`config.mk`:
```
export PLATFORM = sky130hd
export DESIGN_NAME = delta_list_timer_queue
export DESIGN_NICKNAME = d
export VERILOG_FILES = /design/src/rtl/core/dltq_pkg.sv /design/src/rtl/core/dltq_ram.sv /design/src/rtl/core/delta_list_timer_queue.sv
export SDC_FILE = /design/constraint.sdc
export NUM_CORES = 2
export LEC_CHECK = 0
export ABC_AREA = 1
export BUFFER_PORTS_ARGS = -buffer_cell sky130_fd_sc_hd__buf_2
export CORE_UTILIZATION = 35
export DETAILED_ROUTE_END_ITERATION = 8
export GPL_TIMING_DRIVEN = 0
export HOLD_SLACK_MARGIN = 0.15
export REMOVE_ABC_BUFFERS = 1
export SYNTH_ARGS = -nofsm -noshare
export SYNTH_HDL_FRONTEND = slang
export SYNTH_SLANG_ARGS = --single-unit
```
`constraint.sdc`:
```
create_clock -name clk_i -period 14.1 [get_ports clk_i]
set_input_delay 0 -clock clk_i [delete_from_list [all_inputs] [get_ports clk_i]]
set_output_delay 0 -clock clk_i [all_outputs]
set_load 0.05 [all_outputs]
```
`src/rtl/core/dltq_pkg.sv`:
```
// Shared constants and codes of the delta-list timer queue.
package dltq_pkg;

  localparam int unsigned NUM_SLOTS_DEF  = 16;
  localparam int unsigned DELAY_BITS_DEF = 32;

  typedef enum logic [1:0] {
    KIND_ADD  = 2'd0,
    KIND_DEL  = 2'd1,
    KIND_RUN  = 2'd2,
    KIND_NONE = 2'd3
  } kind_e;

  typedef enum logic [2:0] {
    EV_ADDED    = 3'd0,
    EV_ADD_REJ  = 3'd1,
    EV_DELETED  = 3'd2,
    EV_NOT_PEND = 3'd3,
    EV_EXPIRED  = 3'd4,
    EV_RUN_DONE = 3'd5
  } event_e;

endpackage

```
`src/rtl/core/dltq_ram.sv`:
```
// Generic single-write, single-read RAM with registered read data.
module dltq_ram #(
  parameter int unsigned WIDTH = 8,
  parameter int unsigned DEPTH = 16
) (
  input  logic                     clk_i,
  input  logic                     we_i,
  input  logic [$clog2(DEPTH)-1:0] waddr_i,
  input  logic [WIDTH-1:0]         wdata_i,
  input  logic                     re_i,
  input  logic [$clog2(DEPTH)-1:0] raddr_i,
  output logic [WIDTH-1:0]         rdata_o
);

  logic [WIDTH-1:0] mem [DEPTH];

  always_ff @(posedge clk_i) begin
    if (we_i) begin
      mem[waddr_i] <= wdata_i;
    end
    if (re_i) begin
      rdata_o <= mem[raddr_i];
    end
  end

endmodule

```
`src/rtl/core/delta_list_timer_queue.sv`:
```
// Delta-list timer queue: add, delete and run over a linked list held in RAMs.
// An add reads and checks each entry it examines, then links in through S_A_WR1 and
// S_A_WR2 (or appends in S_A_APP); a delete reads the slot, then its successor
// unless the slot is the tail, then writes; a run reads and checks the head until
// the list is empty or not yet due, then reports done. No new item is taken until idle.
// Reset clears the pending flags, empties the list and zeroes the last run time.
module delta_list_timer_queue
  import dltq_pkg::*;
#(
  parameter int unsigned NUM_SLOTS  = NUM_SLOTS_DEF,
  parameter int unsigned DELAY_BITS = DELAY_BITS_DEF
) (
  input  logic        clk_i,
  input  logic        rst_ni,
  input  logic        in_valid_i,
  output logic        in_stall_o,
  input  logic [1:0]  kind_i,
  input  logic [3:0]  slot_i,
  input  logic [31:0] delay_i,
  input  logic [63:0] payload_i,
  input  logic [63:0] now_i,
  output logic        out_valid_o,
  input  logic        out_stall_i,
  output logic [2:0]  event_res_o,
  output logic [3:0]  out_slot_o,
  output logic [63:0] out_payload_o,
  output logic        last_o
);

  localparam int unsigned SW = $clog2(NUM_SLOTS);
  localparam int unsigned DW = DELAY_BITS;

  typedef enum logic [3:0] {
    S_IDLE, S_RESP, S_A_RD, S_A_CHK, S_A_WR1, S_A_WR2, S_A_APP,
    S_D_RD, S_D_CHK, S_D_RD2, S_D_WR, S_R_RD, S_R_CHK, S_R_DONE
  } state_e;

  state_e            state_q, state_d;
  logic [NUM_SLOTS-1:0] pend_q, pend_d;
  logic [SW-1:0]     head_q, head_d, tail_q, tail_d;
  logic              empty_q, empty_d;
  logic [63:0]       last_run_q, last_run_d;
  logic [SW-1:0]     s_q, s_d, cur_q, cur_d, n_q, n_d, p_q, p_d;
  logic [DW-1:0]     d_q, d_d, rel_c_q, rel_c_d;
  logic [63:0]       pay_q, pay_d, left_q, left_d;
  event_e            resp_q, resp_d;

  logic              out_valid_q, out_valid_d;
  logic [2:0]        out_res_q, out_res_d;
  logic [3:0]        out_slot_q, out_slot_d;
  logic [63:0]       out_pay_q, out_pay_d;
  logic              out_last_q, out_last_d;

  // RAM ports; all four stores share one read address.
  logic              re;
  logic [SW-1:0]     raddr;
  logic              rel_we, pay_we, nxt_we, prv_we;
  logic [SW-1:0]     rel_wa, pay_wa, nxt_wa, prv_wa;
  logic [DW-1:0]     rel_wd, rel_rd;
  logic [63:0]       pay_rd;
  logic [SW-1:0]     nxt_wd, nxt_rd, prv_wd, prv_rd;

  logic              out_free, in_acc, slot_ok;
  logic [SW-1:0]     slot_idx;
  logic [DW:0]       sum;

  assign out_free = !out_valid_q || !out_stall_i;
  assign in_stall_o = (state_q != S_IDLE);
  assign in_acc = in_valid_i && (state_q == S_IDLE);
  assign slot_idx = SW'(slot_i);
  assign slot_ok = (32'(slot_i) < 32'(NUM_SLOTS));
  assign sum = {1'b0, rel_rd} + {1'b0, rel_c_q};

  always_comb begin
    state_d    = state_q;
    pend_d     = pend_q;
    head_d     = head_q;
    tail_d     = tail_q;
    empty_d    = empty_q;
    last_run_d = last_run_q;
    s_d        = s_q;
    cur_d      = cur_q;
    n_d        = n_q;
    p_d        = p_q;
    d_d        = d_q;
    rel_c_d    = rel_c_q;
    pay_d      = pay_q;
    left_d     = left_q;
    resp_d     = resp_q;
    out_valid_d = out_stall_i ? out_valid_q : 1'b0;
    out_res_d  = out_res_q;
    out_slot_d = out_slot_q;
    out_pay_d  = out_pay_q;
    out_last_d = out_last_q;
    re     = 1'b0;
    raddr  = cur_q;
    rel_we = 1'b0; rel_wa = s_q; rel_wd = d_q;
    pay_we = 1'b0; pay_wa = s_q;
    nxt_we = 1'b0; nxt_wa = s_q; nxt_wd = cur_q;
    prv_we = 1'b0; prv_wa = s_q; prv_wd = p_q;

    unique case (state_q)
      S_IDLE: begin
        if (in_acc) begin
          s_d    = slot_idx;
          d_d    = DW'(delay_i);
          pay_d  = payload_i;
          cur_d  = head_q;
          case (kind_e'(kind_i))
            KIND_ADD: begin
              if (!slot_ok || pend_q[slot_idx]) begin
                resp_d  = EV_ADD_REJ;
                state_d = S_RESP;
              end else begin
                state_d = empty_q ? S_A_APP : S_A_RD;
              end
            end
            KIND_DEL: begin
              if (!slot_ok || !pend_q[slot_idx]) begin
                resp_d  = EV_NOT_PEND;
                state_d = S_RESP;
              end else begin
                state_d = S_D_RD;
              end
            end
            KIND_RUN: begin
              left_d     = now_i - last_run_q;
              last_run_d = now_i;
              state_d    = S_R_RD;
            end
            default: ;
          endcase
        end
      end
      S_RESP: begin
        if (out_free) begin
          out_valid_d = 1'b1;
          out_res_d   = resp_q;
          out_slot_d  = 4'(s_q);
          out_pay_d   = '0;
          out_last_d  = 1'b1;
          state_d     = S_IDLE;
        end
      end
      S_A_RD: begin
        re      = 1'b1;
        raddr   = cur_q;
        state_d = S_A_CHK;
      end
      S_A_CHK: begin
        if (d_q <= rel_rd) begin
          p_d     = prv_rd;
          rel_c_d = rel_rd - d_q;
          state_d = S_A_WR1;
        end else begin
          d_d = d_q - rel_rd;
          if (cur_q == tail_q) begin
            state_d = S_A_APP;
          end else begin
            cur_d   = nxt_rd;
            state_d = S_A_RD;
          end
        end
      end
      S_A_WR1: begin
        rel_we = 1'b1; rel_wa = cur_q; rel_wd = rel_c_q;
        nxt_we = 1'b1; nxt_wa = s_q;   nxt_wd = cur_q;
        prv_we = 1'b1; prv_wa = cur_q; prv_wd = s_q;
        state_d = S_A_WR2;
      end
      S_A_WR2: begin
        if (out_free) begin
          rel_we = 1'b1; rel_wa = s_q; rel_wd = d_q;
          prv_we = 1'b1; prv_wa = s_q; prv_wd = p_q;
          pay_we = 1'b1; pay_wa = s_q;
          if (cur_q == head_q) begin
            head_d = s_q;
          end else begin
            nxt_we = 1'b1; nxt_wa = p_q; nxt_wd = s_q;
          end
          pend_d[s_q] = 1'b1;
          out_valid_d = 1'b1;
          out_res_d   = EV_ADDED;
          out_slot_d  = 4'(s_q);
          out_pay_d   = '0;
          out_last_d  = 1'b1;
          state_d     = S_IDLE;
        end
      end
      S_A_APP: begin
        if (out_free) begin
          rel_we = 1'b1; rel_wa = s_q; rel_wd = d_q;
          pay_we = 1'b1; pay_wa = s_q;
          if (empty_q) begin
            head_d  = s_q;
            empty_d = 1'b0;
          end else begin
            nxt_we = 1'b1; nxt_wa = tail_q; nxt_wd = s_q;
            prv_we = 1'b1; prv_wa = s_q;    prv_wd = tail_q;
          end
          tail_d      = s_q;
          pend_d[s_q] = 1'b1;
          out_valid_d = 1'b1;
          out_res_d   = EV_ADDED;
          out_slot_d  = 4'(s_q);
          out_pay_d   = '0;
          out_last_d  = 1'b1;
          state_d     = S_IDLE;
        end
      end
      S_D_RD: begin
        re      = 1'b1;
        raddr   = s_q;
        state_d = S_D_CHK;
      end
      S_D_CHK: begin
        rel_c_d = rel_rd;
        n_d     = nxt_rd;
        p_d     = prv_rd;
        state_d = (s_q != tail_q) ? S_D_RD2 : S_D_WR;
      end
      S_D_RD2: begin
        re      = 1'b1;
        raddr   = n_q;
        state_d = S_D_WR;
      end
      S_D_WR: begin
        if (out_free) begin
          if (s_q != tail_q) begin
            // The successor absorbs the removed delta, saturating on overflow.
            rel_we = 1'b1; rel_wa = n_q;
            rel_wd = sum[DW] ? '1 : sum[DW-1:0];
          end
          if (s_q == head_q && s_q == tail_q) begin
            empty_d = 1'b1;
          end else begin
            if (s_q == head_q) begin
              head_d = n_q;
            end else begin
              nxt_we = 1'b1; nxt_wa = p_q; nxt_wd = n_q;
            end
            if (s_q == tail_q) begin
              tail_d = p_q;
            end else begin
              prv_we = 1'b1; prv_wa = n_q; prv_wd = p_q;
            end
          end
          pend_d[s_q] = 1'b0;
          out_valid_d = 1'b1;
          out_res_d   = EV_DELETED;
          out_slot_d  = 4'(s_q);
          out_pay_d   = '0;
          out_last_d  = 1'b1;
          state_d     = S_IDLE;
        end
      end
      S_R_RD: begin
        if (empty_q) begin
          state_d = S_R_DONE;
        end else begin
          re      = 1'b1;
          raddr   = head_q;
          state_d = S_R_CHK;
        end
      end
      S_R_CHK: begin
        if (64'(rel_rd) <= left_q) begin
          if (out_free) begin
            left_d = left_q - 64'(rel_rd);
            if (head_q == tail_q) begin
              empty_d = 1'b1;
            end else begin
              head_d = nxt_rd;
            end
            pend_d[head_q] = 1'b0;
            out_valid_d = 1'b1;
            out_res_d   = EV_EXPIRED;
            out_slot_d  = 4'(head_q);
            out_pay_d   = pay_rd;
            out_last_d  = 1'b0;
            state_d     = S_R_RD;
          end
        end else begin
          rel_we  = 1'b1; rel_wa = head_q; rel_wd = rel_rd - DW'(left_q);
          state_d = S_R_DONE;
        end
      end
      S_R_DONE: begin
        if (out_free) begin
          out_valid_d = 1'b1;
          out_res_d   = EV_RUN_DONE;
          out_slot_d  = '0;
          out_pay_d   = '0;
          out_last_d  = 1'b1;
          state_d     = S_IDLE;
        end
      end
      default: state_d = S_IDLE;
    endcase
  end

  always_ff @(posedge clk_i or negedge rst_ni) begin
    if (!rst_ni) begin
      state_q     <= S_IDLE;
      pend_q      <= '0;
      head_q      <= '0;
      tail_q      <= '0;
      empty_q     <= 1'b1;
      last_run_q  <= '0;
      out_valid_q <= 1'b0;
      s_q         <= '0;
      cur_q       <= '0;
      n_q         <= '0;
      p_q         <= '0;
      d_q         <= '0;
      rel_c_q     <= '0;
      pay_q       <= '0;
      left_q      <= '0;
      resp_q      <= EV_ADDED;
      out_res_q   <= '0;
      out_slot_q  <= '0;
      out_pay_q   <= '0;
      out_last_q  <= 1'b0;
    end else begin
      state_q     <= state_d;
      pend_q      <= pend_d;
      head_q      <= head_d;
      tail_q      <= tail_d;
      empty_q     <= empty_d;
      last_run_q  <= last_run_d;
      out_valid_q <= out_valid_d;
      s_q         <= s_d;
      cur_q       <= cur_d;
      n_q         <= n_d;
      p_q         <= p_d;
      d_q         <= d_d;
      rel_c_q     <= rel_c_d;
      pay_q       <= pay_d;
      left_q      <= left_d;
      resp_q      <= resp_d;
      out_res_q   <= out_res_d;
      out_slot_q  <= out_slot_d;
      out_pay_q   <= out_pay_d;
      out_last_q  <= out_last_d;
    end
  end

  assign out_valid_o   = out_valid_q;
  assign event_res_o   = out_res_q;
  assign out_slot_o    = out_slot_q;
  assign out_payload_o = out_pay_q;
  assign last_o        = out_last_q;

  dltq_ram #(.WIDTH(DW), .DEPTH(NUM_SLOTS)) u_rel_ram (
    .clk_i, .we_i(rel_we), .waddr_i(rel_wa), .wdata_i(rel_wd),
    .re_i(re), .raddr_i(raddr), .rdata_o(rel_rd)
  );

  dltq_ram #(.WIDTH(64), .DEPTH(NUM_SLOTS)) u_pay_ram (
    .clk_i, .we_i(pay_we), .waddr_i(pay_wa), .wdata_i(pay_q),
    .re_i(re), .raddr_i(raddr), .rdata_o(pay_rd)
  );

  dltq_ram #(.WIDTH(SW), .DEPTH(NUM_SLOTS)) u_nxt_ram (
    .clk_i, .we_i(nxt_we), .waddr_i(nxt_wa), .wdata_i(nxt_wd),
    .re_i(re), .raddr_i(raddr), .rdata_o(nxt_rd)
  );

  dltq_ram #(.WIDTH(SW), .DEPTH(NUM_SLOTS)) u_prv_ram (
    .clk_i, .we_i(prv_we), .waddr_i(prv_wa), .wdata_i(prv_wd),
    .re_i(re), .raddr_i(raddr), .rdata_o(prv_rd)
  );

  // An empty list has no pending slot.
  a_empty_none: assert property (@(posedge clk_i) disable iff (!rst_ni)
    empty_q |-> (pend_q == '0))
    else $error("empty list with pending slots");

  // Head and tail of a non-empty list are pending slots.
  a_ends_pending: assert property (@(posedge clk_i) disable iff (!rst_ni)
    !empty_q |-> (pend_q[head_q] && pend_q[tail_q]))
    else $error("list end not pending");

  // Every accepted add, delete or run occupies the block in the next cycle.
  a_busy_after: assert property (@(posedge clk_i) disable iff (!rst_ni)
    (in_valid_i && !in_stall_o && kind_i != KIND_NONE) |=> in_stall_o)
    else $error("item accepted without work");

endmodule

```
==> flow_summary.json <==
{
  "status": "completed",
  "start_util_pct": 35.2,
  "drt-initial-drc-count": 7668,
  "nets": 11277,
  "antenna_found_initial": 18,
  "synth_area_leaders": "edfxtp_1 51%, dfrtp_1 9.1%, nand2_1 5.8%",
  "yosys_register_bits": 2144,
  "drive_above_1_share_pct": 11.3,
  "layout_commonest_cell": "edfxtp_1",
  "setup-violations-final": 0,
  "grt_use_total_pct": 22.7,
  "critPathKind": "register to register",
  "tightest_slew_ns": 1.43,
  "critPathMaxFanout": 28,
  "placed_cell_area_um2": 111000,
  "synth_top_area_share_pct": 51.4,
  "clkSlewWorstSetupHoldPaths_ns": 0.07,
  "start_kind": "register",
  "mostFrequentLayoutCells": "1768 x edfxtp_1, 1589 x nand2_1, 1292 x nor2_1",
  "final_cells": 14985,
  "syn_avg_cell_area_um2": 10.1,
  "io_buffers": 243,
  "pwr_density_cell_nw_per_um2": 234,
  "rsz0062_at_grt": "no",
  "clock-skew-final_ns": 0.141,
  "slew_viol_final": 0,
  "worst_r2r_startpoint": "s_q[0]$_DFFE_PN0P_",
  "die_y_um": 545,
  "design_area_um2": 123000,
  "gp_congestion": 0.936,
  "synthFlopType": "edfxtp_1",
  "wl_met3_mm": 22.7,
  "async_flop_share_pct": 17.5,
  "hp-class": "input port to register",
  "cp.arrival_ns": 6.14,
  "ys_seq_area_share_pct": 60.6,
  "regArea_um2": 62500,
  "synth_edf_count": 1768,
  "yosysWarnings": 0,
  "critPathCaptureType": "register",
  "grt_overflow": 0,
  "worst_ir_drop_vdd_v": 0.000154,
  "htree_levels": 4,
  "cts-root-buf": "clkbuf_16",
  "grt_pass1_vias": 78664,
  "r2r-end": "u_rel_ram.mem[7][18]$_DFFE_PP_",
  "max_freq_ghz": 0.171,
  "top_layer": "met5",
  "period_minus_slack_ns": 5.84,
  "grt_pass1_wl_mm": 506,
  "vias": 79919,
  "wl_met1_mm": 147,
  "synthCells": 10211,
  "clk_latency_ns": 0.94,
  "grt_max_degree": 163,
  "totalWireLength_mm": 346,
  "hpwl_mm": 236,
  "placed_cells": 14110,
  "reg2reg_setup_slack_ns": 8.26,
  "wl_per_cell_um": 23.1,
  "worstPathRequired_ns": 14.40,
  "min_to": "left_q[12]$_DFFE_PN0P_",
  "fp.coreArea_um2": 294000,
  "area_growth_pct": 19.6,
  "layout_setup_ws_ns": 8.26,
  "die_x_um": 545,
  "worst_r2r_path_depth": 11,
  "antenna_left": 0,
  "min_from": "now_i[12]",
  "total_leakage_power_nw": 46.8,
  "max_slew_margin_pct": 3.93,
  "numCtsBuffers": 227,
  "setup_tns_ns": 0,
  "pre_cts_ws_ns": 8.37,
  "clockBufferDepth": 4,
  "die_area_um2": 297000,
  "wl_met2_mm": 165,
  "multi_input_area_um2": 35800,
  "min_path_cells": 6,
  "final_util_pct": 42.1,
  "fillCellCount": 27803,
  "num_io_pins": 244,
  "yosysUniqueCellTypes": 55,
  "via_per_inst": 5.33,
  "rows": 199,
  "drtPass1Iterations": 6,
  "cts_sinks": 2144,
  "synth_area_um2": 103000,
  "drc": 0,
  "cts_tree": "yes",
  "fin_crit_sh_pct": 41.4,
  "synth_top_area_cell": "edfxtp_1",
  "hold_viol_final": 0,
  "drv_cap": 0
}
[Yosys cell counts, types with 8 or more instances]
library cell,count
xor2_1,72
nor3_1,70
dfrtp_1,375
nor2_2,10
o21bai_1,23
nand3b_1,30
a31oi_1,31
nand3_1,748
inv_2,29
nand2_2,23
buf_4,18
nand2_1,1592
a22oi_1,8
a221oi_1,20
nor2_1,1315
clkbuf_1,227
inv_1,727
or2_1,113
ha_1,225
edfxtp_1,1768
o21a_1,21
xnor2_1,43
o211ai_1,575
o221ai_1,9
o21ai_0,723
buf_1,33
o22ai_1,10
nor4_1,12
mux2_2,65
a21o_1,15
o21ai_1,272
nand4_1,46
or2_2,209
buf_6,10
clkbuf_2,10
a21oi_1,464
buf_2,221
[worst max-delay path by stage]
stage	from	end	depth (start not counted)
2_1_floorplan	state_q[3]$_DFFE_PN0P_	u_pay_ram.rdata_o[17]$_DFFE_PP_	12
3_3_place_gp	head_q[0]$_DFFE_PN0P_	u_pay_ram.rdata_o[55]$_DFFE_PP_	11
3_5_place_dp	u_rel_ram.rdata_o[25]$_DFFE_PP_	u_rel_ram.mem[12][2]$_DFFE_PP_	14
4_1_cts	u_rel_ram.rdata_o[25]$_DFFE_PP_	u_rel_ram.mem[12][22]$_DFFE_PP_	14
5_1_grt	u_rel_ram.rdata_o[7]$_DFFE_PP_	u_rel_ram.mem[12][22]$_DFFE_PP_	14
6_report	s_q[0]$_DFFE_PN0P_	u_rel_ram.mem[7][18]$_DFFE_PP_	11
[flip-flops by register name, indices dropped and copies added, names as in the netlist, 16 cells and up]
| name | flops |
|---|---|
| d_q | 32 |
| last_run_q | 64 |
| left_q | 64 |
| out_payload_o | 64 |
| pay_q | 64 |
| pend_q | 16 |
| rel_c_q | 32 |
| u_nxt_ram.mem | 64 |
| u_pay_ram.mem | 1024 |
| u_pay_ram.rdata_o | 64 |
| u_prv_ram.mem | 64 |
| u_rel_ram.mem | 512 |
| u_rel_ram.rdata_o | 32 |
[cells by family after synthesis]
logic type,after synthesis,synth area share [%]
simple gates,4185,17.4
compound gates,2193,12.4
flops,2144,60.6
buf+inv,1278,5.07
fa+ha+maj,231,2.84
xor+xnor,115,0.976
mux,65,0.709
[per-stage QoR]
step | total power [W] | hold slack (ns)
CTS | 0.0289 | 0.161
floorplan | 0.0177 | -0.296
global route | 0.0305 | 0.199
detailed placement | 0.0225 | -0.0509
global placement | 0.0228 | 0.232
finish | 0.0289 | 0.228
[power breakdown]
| part | switching, W | internal (W) | leakage (nW) | total, W |
|---|---|---|---|---|
| clock | 0.00253 | 0.00350 | 3.62 | 0.00603 |
| combinational | 0.00917 | 0.00406 | 22.6 | 0.0132 |
| sequential | 0.00104 | 0.00862 | 20.6 | 0.00966 |
[final cells by class]
cell class	count	area share, %
sequential	2144	50.6
multi-input combinational	6789	29.0
timing repair buffer	955	8.02
clock buffer	288	4.96
tap	3919	3.97
inverter	759	2.34
clock inverter	122	1.05
antenna	9	0.0182
[worst max-delay path: stages, from the launching register on]
cell      delay, ns
dfrtp_1        0.64
inv_2          0.24
nand2_1        0.12
a21oi_1        0.06
nand2_1        0.24
nand2_2        0.56
inv_2          0.58
nand3_1        0.91
inv_2          0.79
nand3b_1       0.30
nand2_1        0.13
nand4_1        0.68
[layer usage]
layer	vias up	GRT usage, %
li1	37082	-
met1	39577	30.0
met2	2721	38.4
met3	525	3.27
met4	14	6.74
met5	-	0
[repair_timing]
item | CTS | global route
endpoints found under the hold margin | 570 | 0
gates resized for setup | 0 | 0
setup buffers | 0 | 0
hold buffers | 456 | 0
No activity file was read; power rests on OpenSTA's default activity.
